$ cat src/rtl/qnt_pkg.sv
// Shared types, codes and helpers for the float32 to int8 quantizer.
package qnt_pkg;

    localparam int DIV_STEPS = 25;

    typedef enum logic [1:0] {
        CLS_CALC,
        CLS_ZERO_PT,
        CLS_SAT
    } qnt_cls_t;

    typedef struct packed {
        logic               sgn;
        qnt_cls_t           cls;
        logic signed [11:0] expo;
        logic [25:0]        rem;
        logic [24:0]        quo;
        logic [23:0]        dvs;
    } qnt_div_t;

    function automatic logic [4:0] lzc24(input logic [23:0] v);
        logic [4:0] n;
        logic       found;
        n = 5'd0;
        found = 1'b0;
        for (int i = 23; i >= 0; i--) begin
            if (!found && v[i]) begin
                found = 1'b1;
                n = 5'(23 - i);
            end
        end
        return n;
    endfunction

endpackage

$ cat src/rtl/qnt_unpack.sv
// Operand classification, subnormal normalization and divider setup (two stages).
module qnt_unpack (
    input  logic              aclk,
    input  logic              aresetn,
    input  logic              en,
    input  logic              in_valid,
    input  logic [31:0]       x_bits,
    input  logic [31:0]       s_bits,
    output logic              out_valid,
    output qnt_pkg::qnt_div_t out_word
);

    logic             v1_reg;
    logic             sgn1_reg;
    qnt_pkg::qnt_cls_t cls1_reg, cls1_next;
    logic [7:0]       ex1_reg, es1_reg;
    logic [23:0]      mx1_reg, ms1_reg;
    logic [4:0]       lx1_reg, ls1_reg;

    logic x_nan, s_nan, x_inf, s_inf, x_zero, s_zero;
    logic [23:0] mx_in, ms_in;

    assign x_nan  = (x_bits[30:23] == 8'hFF) && (x_bits[22:0] != 23'd0);
    assign s_nan  = (s_bits[30:23] == 8'hFF) && (s_bits[22:0] != 23'd0);
    assign x_inf  = (x_bits[30:23] == 8'hFF) && (x_bits[22:0] == 23'd0);
    assign s_inf  = (s_bits[30:23] == 8'hFF) && (s_bits[22:0] == 23'd0);
    assign x_zero = (x_bits[30:0] == 31'd0);
    assign s_zero = (s_bits[30:0] == 31'd0);
    assign mx_in  = {x_bits[30:23] != 8'd0, x_bits[22:0]};
    assign ms_in  = {s_bits[30:23] != 8'd0, s_bits[22:0]};

    always_comb begin
        priority if (x_nan || s_nan) begin
            cls1_next = qnt_pkg::CLS_ZERO_PT;
        end else if (s_zero) begin
            cls1_next = x_zero ? qnt_pkg::CLS_ZERO_PT : qnt_pkg::CLS_SAT;
        end else if (x_inf) begin
            cls1_next = s_inf ? qnt_pkg::CLS_ZERO_PT : qnt_pkg::CLS_SAT;
        end else if (s_inf || x_zero) begin
            cls1_next = qnt_pkg::CLS_ZERO_PT;
        end else begin
            cls1_next = qnt_pkg::CLS_CALC;
        end
    end

    always_ff @(posedge aclk) begin
        if (!aresetn) begin
            v1_reg <= 1'b0;
        end else if (en) begin
            v1_reg <= in_valid;
        end
        if (en) begin
            sgn1_reg <= x_bits[31] ^ s_bits[31];
            cls1_reg <= cls1_next;
            ex1_reg  <= x_bits[30:23];
            es1_reg  <= s_bits[30:23];
            mx1_reg  <= mx_in;
            ms1_reg  <= ms_in;
            lx1_reg  <= qnt_pkg::lzc24(mx_in);
            ls1_reg  <= qnt_pkg::lzc24(ms_in);
        end
    end

    logic [23:0]        mx_n, ms_n;
    logic signed [9:0]  ex_eff, es_eff;
    logic signed [11:0] e_diff;
    logic               v2_reg;
    qnt_pkg::qnt_div_t  w2_reg, w2_next;

    always_comb begin
        mx_n   = mx1_reg << lx1_reg;
        ms_n   = ms1_reg << ls1_reg;
        ex_eff = $signed({2'b00, (ex1_reg == 8'd0) ? 8'd1 : ex1_reg}) -
                 $signed({5'd0, lx1_reg});
        es_eff = $signed({2'b00, (es1_reg == 8'd0) ? 8'd1 : es1_reg}) -
                 $signed({5'd0, ls1_reg});
        e_diff = 12'(ex_eff) - 12'(es_eff);
        w2_next.sgn = sgn1_reg;
        w2_next.cls = cls1_reg;
        w2_next.quo = 25'd0;
        w2_next.dvs = ms_n;
        if (mx_n >= ms_n) begin
            w2_next.rem  = {2'b00, mx_n};
            w2_next.expo = e_diff;
        end else begin
            w2_next.rem  = {1'b0, mx_n, 1'b0};
            w2_next.expo = e_diff - 12'sd1;
        end
    end

    always_ff @(posedge aclk) begin
        if (!aresetn) begin
            v2_reg <= 1'b0;
        end else if (en) begin
            v2_reg <= v1_reg;
        end
        if (en) begin
            w2_reg <= w2_next;
        end
    end

    assign out_valid = v2_reg;
    assign out_word  = w2_reg;

endmodule

$ cat src/rtl/qnt_div_step.sv
// One registered restoring-division step: one quotient bit per stage.
module qnt_div_step (
    input  logic              aclk,
    input  logic              aresetn,
    input  logic              en,
    input  logic              in_valid,
    input  qnt_pkg::qnt_div_t in_word,
    output logic              out_valid,
    output qnt_pkg::qnt_div_t out_word
);

    logic              v_reg;
    qnt_pkg::qnt_div_t w_reg, w_next;
    logic [25:0]       diff;
    logic              take;

    always_comb begin
        take   = in_word.rem >= {2'b00, in_word.dvs};
        diff   = take ? (in_word.rem - {2'b00, in_word.dvs}) : in_word.rem;
        w_next = in_word;
        w_next.rem = {diff[24:0], 1'b0};
        w_next.quo = {in_word.quo[23:0], take};
    end

    always_ff @(posedge aclk) begin
        if (!aresetn) begin
            v_reg <= 1'b0;
        end else if (en) begin
            v_reg <= in_valid;
        end
        if (en) begin
            w_reg <= w_next;
        end
    end

    assign out_valid = v_reg;
    assign out_word  = w_reg;

endmodule

$ cat src/rtl/qnt_round.sv
// Float rounding of the quotient, integer rounding, zero point add and saturation.
module qnt_round (
    input  logic              aclk,
    input  logic              aresetn,
    input  logic              en,
    input  logic              in_valid,
    input  qnt_pkg::qnt_div_t in_word,
    input  logic [7:0]        zero_point,
    input  logic              signed_mode,
    output logic              out_valid,
    output logic [7:0]        out_byte
);

    // stage A: round quotient to 24 bits, nearest even
    logic               va_reg, sgna_reg;
    qnt_pkg::qnt_cls_t  clsa_reg;
    logic signed [11:0] ea_reg, ea_next;
    logic [23:0]        ma_reg, ma_next;
    logic [24:0]        m_sum;
    logic               inc;

    always_comb begin
        inc   = in_word.quo[0] & ((in_word.rem != 26'd0) | in_word.quo[1]);
        m_sum = {1'b0, in_word.quo[24:1]} + {24'd0, inc};
        if (m_sum[24]) begin
            ma_next = 24'h800000;
            ea_next = in_word.expo + 12'sd1;
        end else begin
            ma_next = m_sum[23:0];
            ea_next = in_word.expo;
        end
    end

    always_ff @(posedge aclk) begin
        if (!aresetn) begin
            va_reg <= 1'b0;
        end else if (en) begin
            va_reg <= in_valid;
        end
        if (en) begin
            sgna_reg <= in_word.sgn;
            clsa_reg <= in_word.cls;
            ea_reg   <= ea_next;
            ma_reg   <= ma_next;
        end
    end

    // stage B: round to integer magnitude, ties to even
    logic               vb_reg, sgnb_reg;
    qnt_pkg::qnt_cls_t  clsb_reg, clsb_next;
    logic [9:0]         magb_reg, magb_next;
    logic signed [11:0] sh_full;
    logic [4:0]         sh;
    logic [23:0]        t_full, rest_mask;
    logic               half, rest;

    always_comb begin
        sh_full   = 12'sd23 - ea_reg;
        sh        = sh_full[4:0];
        t_full    = ma_reg >> sh;
        half      = ma_reg[sh - 5'd1];
        rest_mask = (24'd1 << (sh - 5'd1)) - 24'd1;
        rest      = (ma_reg & rest_mask) != 24'd0;
        clsb_next = clsa_reg;
        magb_next = 10'd0;
        if (clsa_reg == qnt_pkg::CLS_CALC) begin
            priority if (ea_reg > 12'sd8) begin
                clsb_next = qnt_pkg::CLS_SAT;
            end else if (ea_reg < -12'sd1) begin
                magb_next = 10'd0;
            end else begin
                magb_next = t_full[9:0] + {9'd0, half & (rest | t_full[0])};
            end
        end
    end

    always_ff @(posedge aclk) begin
        if (!aresetn) begin
            vb_reg <= 1'b0;
        end else if (en) begin
            vb_reg <= va_reg;
        end
        if (en) begin
            sgnb_reg <= sgna_reg;
            clsb_reg <= clsb_next;
            magb_reg <= magb_next;
        end
    end

    // stage C: add zero point, clamp
    logic               vc_reg;
    logic [7:0]         bc_reg;
    logic [7:0]         bc_next;
    logic signed [10:0] zpv, lo, hi, smag, sum, clamped;

    always_comb begin
        zpv  = signed_mode ? 11'($signed(zero_point)) : {3'b000, zero_point};
        lo   = signed_mode ? -11'sd128 : 11'sd0;
        hi   = signed_mode ? 11'sd127 : 11'sd255;
        smag = sgnb_reg ? -$signed({1'b0, magb_reg}) : $signed({1'b0, magb_reg});
        sum  = smag + zpv;
        unique case (clsb_reg)
            qnt_pkg::CLS_SAT:     clamped = sgnb_reg ? lo : hi;
            qnt_pkg::CLS_CALC: begin
                priority if (sum < lo) begin
                    clamped = lo;
                end else if (sum > hi) begin
                    clamped = hi;
                end else begin
                    clamped = sum;
                end
            end
            default:              clamped = zpv;
        endcase
        bc_next = clamped[7:0];
    end

    always_ff @(posedge aclk) begin
        if (!aresetn) begin
            vc_reg <= 1'b0;
        end else if (en) begin
            vc_reg <= vb_reg;
        end
        if (en) begin
            bc_reg <= bc_next;
        end
    end

    assign out_valid = vc_reg;
    assign out_byte  = bc_reg;

endmodule

$ cat src/rtl/float_to_int8_linear_quantizer_top.sv
// Top level of the float32 to int8 linear quantizer pipeline.
//
//  channel   dir  word
//  s_        in   tdata[31:0] sample_bits (float32)
//  m_        out  tdata[7:0]  quant_byte
//  cfg_      in   index 0 scale_bits, 1 zero_point_byte, 2 signed_mode
//
// One word per cycle while the output is not stalled; stages: 2 unpack, 25 divider bit stages, 3 round.
// The divider, one quotient bit per stage, sets the depth.
// Reset (aresetn low, synchronous) clears valid bits and loads register defaults.
// The whole pipeline holds while m_tvalid is high and m_tready low.
module float_to_int8_linear_quantizer_top (
    input  logic        aclk,
    input  logic        aresetn,
    input  logic        s_tvalid,
    output logic        s_tready,
    input  logic [31:0] s_tdata,   // [31:0] sample_bits
    output logic        m_tvalid,
    input  logic        m_tready,
    output logic [7:0]  m_tdata,   // [7:0] quant_byte
    input  logic        cfg_wr_en,
    input  logic [1:0]  cfg_index,
    input  logic [31:0] cfg_data
);

    localparam logic [1:0] REG_SCALE = 2'd0;
    localparam logic [1:0] REG_ZP    = 2'd1;
    localparam logic [1:0] REG_MODE  = 2'd2;

    logic [31:0] scale_reg;
    logic [7:0]  zp_reg;
    logic        mode_reg;

    always_ff @(posedge aclk) begin
        if (!aresetn) begin
            scale_reg <= 32'h3F800000;
            zp_reg    <= 8'd0;
            mode_reg  <= 1'b0;
        end else if (cfg_wr_en) begin
            unique case (cfg_index)
                REG_SCALE: scale_reg <= cfg_data;
                REG_ZP:    zp_reg    <= cfg_data[7:0];
                REG_MODE:  mode_reg  <= cfg_data[0];
                default: ;
            endcase
        end
    end

    logic en;
    assign en       = !m_tvalid || m_tready;
    assign s_tready = en;

    logic              vld [qnt_pkg::DIV_STEPS+1];
    qnt_pkg::qnt_div_t wrd [qnt_pkg::DIV_STEPS+1];

    qnt_unpack u_unpack (
        .aclk      (aclk),
        .aresetn   (aresetn),
        .en        (en),
        .in_valid  (s_tvalid),
        .x_bits    (s_tdata),
        .s_bits    (scale_reg),
        .out_valid (vld[0]),
        .out_word  (wrd[0])
    );

    for (genvar g = 0; g < qnt_pkg::DIV_STEPS; g++) begin : g_div
        qnt_div_step u_step (
            .aclk      (aclk),
            .aresetn   (aresetn),
            .en        (en),
            .in_valid  (vld[g]),
            .in_word   (wrd[g]),
            .out_valid (vld[g+1]),
            .out_word  (wrd[g+1])
        );
    end

    qnt_round u_round (
        .aclk        (aclk),
        .aresetn     (aresetn),
        .en          (en),
        .in_valid    (vld[qnt_pkg::DIV_STEPS]),
        .in_word     (wrd[qnt_pkg::DIV_STEPS]),
        .zero_point  (zp_reg),
        .signed_mode (mode_reg),
        .out_valid   (m_tvalid),
        .out_byte    (m_tdata)
    );

endmodule

$ cat config.mk
export PLATFORM = sky130hd
export DESIGN_NAME = float_to_int8_linear_quantizer_top
export DESIGN_NICKNAME = d
export VERILOG_FILES = /design/src/rtl/qnt_pkg.sv /design/src/rtl/qnt_unpack.sv /design/src/rtl/qnt_div_step.sv /design/src/rtl/qnt_round.sv /design/src/rtl/float_to_int8_linear_quantizer_top.sv
export SDC_FILE = /design/constraint.sdc
export NUM_CORES = 2
export LEC_CHECK = 0
export ABC_AREA = 1
export BUFFER_PORTS_ARGS = -buffer_cell sky130_fd_sc_hd__buf_2
export CAP_MARGIN = 20
export CORE_ASPECT_RATIO = 0.7
export CORE_UTILIZATION = 43
export CTS_BUF_LIST = sky130_fd_sc_hd__clkbuf_4 sky130_fd_sc_hd__clkbuf_8
export DETAILED_ROUTE_END_ITERATION = 10
export GPL_TIMING_DRIVEN = 0
export SYNTH_ARGS = -nofsm -noshare
export SYNTH_HDL_FRONTEND = slang
export SYNTH_SLANG_ARGS = --single-unit
$ cat constraint.sdc
create_clock -name aclk -period 85.5 [get_ports aclk]
set_input_delay 8.55 -clock aclk [delete_from_list [all_inputs] [get_ports aclk]]
set_output_delay 8.55 -clock aclk [all_outputs]
set_load 0.1 [all_outputs]
==> impl_metrics.json <==
{
  "status": "complete, no violations",
  "path_cells": "buf_2, nor2_1, inv_1, clkbuf_4, buf_12, buf_16, buf_16, buf_2",
  "max_cap_viol_count": 0,
  "skew_ns": 0.1090,
  "grt_pass1_wl_microns": 444600,
  "syn-num-nets": 11720,
  "std_cell_rows": 156,
  "power_density_nw_per_um2": 39.90,
  "peakVddDrop_mv": 0.01570,
  "netlist_area_sq_um": 112800,
  "io_buffers": 79,
  "worstPathMaxFanout": 73,
  "final_common_cell": "edfxtp_1",
  "clock_path_buffers": 4,
  "first_global_vias": 75570,
  "max_clock_freq_ghz": 0.05172,
  "via_per_inst": 5.288,
  "slew_viol_final": 0,
  "via_count": 80220,
  "io_pins": 81,
  "grt_overflow_total": 0,
  "synth.avg_cell_area_sq_um": 10.30,
  "regArea_sq_um": 64540,
  "mostFrequentLayoutCells": "edfxtp_1 (2102), nand2_1 (2099), inv_1 (1365), o21ai_0 (1044), a21oi_1 (819)",
  "fill_cells": 23820,
  "synth-main-ff-cell": "edfxtp_1",
  "fp.dieArea_sq_um": 264500,
  "cp-start-kind": "input pin",
  "tns_ns": 0,
  "hpwl_microns": 223400,
  "drc": 0,
  "cp_slowest_stage_delay_ns": 0.50,
  "worstPathArrival_ns": 10.79,
  "critPathRequiredTime_ns": 76.95,
  "root_buffer": "clkbuf_8",
  "layout-drive-gt1-share_pct": 8.085,
  "tritoncts": "yes",
  "holdWs_ns": 0.3696,
  "synth_adder_area_share_pct": 7.943,
  "critPathSlowestCell": "buf_2",
  "antenna_found_initial": 9,
  "path_clk_slew_ns": 0.07,
  "cts_num_sinks": 2173,
  "global_route.usage.total_pct": 21.41,
  "wl_per_cell_microns": 19.10,
  "async_reset_ff_share_pct": 0,
  "yosys_warnings": 0,
  "synth_compound_area_share_pct": 11.13,
  "cp-end-kind": "output pin",
  "final_nets": 12190,
  "pre_cts_ws_ns": 66.16,
  "gp_congestion": 0.9515,
  "synth_cell_types": 72,
  "die_h_microns": 430.6,
  "syn2layout_area_growth_pct": 11.20,
  "total_power_uw": 5007,
  "synthMuxAreaShare_pct": 0.07983,
  "numCtsBuffers": 346,
  "tightestPinTransition_ns": 1.306,
  "finalCritPeriodShare_pct": 22.62,
  "syn_inst": 10950,
  "cts_setup_buffers": 0,
  "drtAntennaViolNets": 0,
  "hold_violations": 0,
  "largest_register_ffs": 1901,
  "synth_top_family_by_area": "simple AND/OR/NAND/NOR gates",
  "p_leak_uw": 0.05165,
  "ys_seq_area_share_pct": 57.19,
  "multi_input_area_sq_um": 42150,
  "cts_hold_buffers": 0,
  "wl_microns": 289800,
  "relSlewSlack_pct": 11.71,
  "rsz0062_at_grt": "false",
  "critical_path_class": "input pin to output pin",
  "core_sq_um": 259600,
  "min_period_ns": 19.34,
  "synth-seq-cells": 2173,
  "htree_levels": 5,
  "chipWidth_microns": 614.3,
  "initial_utilization_pct": 43.47,
  "setup_viol": 0,
  "insertion_delay_ns": 0.98,
  "synthSimpleGateAreaFrac_pct": 13.41,
  "synth_edf_count": 2102,
  "first_pass_iters": 8,
  "synthXorXnorAreaFrac_pct": 4.789,
  "grt_max_degree": 75,
  "fin_util_pct": 48.34,
  "drt-initial-drc-count": 7902,
  "finalWorstSetupSlack_ns": 66.16,
  "cts.repair.resized": 0,
  "hold_path.class": "flip-flop to flip-flop"
}
[cells in the mapped netlist (all sizes together) (21+ instances only)]
master / n / area (sq um)
xnor2: 249 / 2181
ha: 670 / 8383
a31oi: 46 / 287.8
nor2: 650 / 2557
a21oi: 829 / 4187
o21ai: 1132 / 5707
xor2: 368 / 3223
a21o: 46 / 345.3
dfxtp: 71 / 1421
edfxtp: 2102 / 63120
nor4: 57 / 386.6
nand2: 2123 / 8039
inv: 1392 / 5235
nor3: 130 / 680.7
clkbuf: 90 / 352.8
o21bai: 35 / 266.5
o211ai: 50 / 400.4
nand3: 427 / 2337
or2: 32 / 200.2
buf: 99 / 536.8
nand4: 98 / 619.3
fa: 29 / 580.6
a211oi: 21 / 157.7
a221oi: 25 / 219.0
o21a: 69 / 518.0
[cell families (layout without fill, tap and decap cells)]
logic type | count (synthesis) | count (layout)
other cells | 0 | 5
simple gates | 3558 | 3558
compound gates | 2308 | 2308
xor+xnor | 617 | 617
fa+ha+maj | 699 | 699
buf+inv | 1589 | 2325
mux | 9 | 9
flops | 2173 | 2173
[metrics by stage]
stage | cell area [sq um] | std cells
after floorplan | 112800 | 10950
after global placement | 117600 | 14510
after detailed placement | 118500 | 14550
after CTS | 125500 | 15160
after global routing | 125500 | 15170
final | 125500 | 15170
[final cells by class]
cell class	instances	share of cell area, %
antenna	5	0.009971
buffer	189	0.7119
clock buffer	438	4.380
clock inverter	180	1.144
inverter	1400	4.196
multi-input combinational	7191	33.59
sequential	2173	51.43
tap	3476	3.466
timing repair buffer	118	1.067
[layer usage]
metal,share of wire [%],GRT usage (%)
met3,7.3,3.692
met2,38,28.13
met4,1.8,4.513
met5,0.0062,0
met1,53,35.78
[path summary, 6_finish.rpt]
path | from | to | slack (ns) | cells past startpoint
min | g_div[3].u_step.out_word[25] | g_div[4].u_step.out_word[26] | 0.37 | 0
max | m_tready | s_tready | 66.16 | 8
min reg2reg | g_div[3].u_step.out_word[25] | g_div[4].u_step.out_word[26] | 0.37 | 0
max reg2reg | u_unpack.ls1_reg[0] | u_unpack.out_word[63] | 79.85 | 21
[power by group]
part / total [uW] / internal (uW) / leakage [uW] / switching, uW
sequential: 1810 / 1630 / 0.0236 / 182
clock: 908 / 488 / 0.00362 / 420
combinational: 2290 / 794 / 0.0245 / 1490
total: 5010 / 2910 / 0.0517 / 2090
[critical path: cells and delay by family]
family                 cells  cell delay [ns]
buffers and inverters      7             2.03
AND/OR/NAND/NOR            1             0.09
Note: power is estimated with default switching activity, not from simulation.
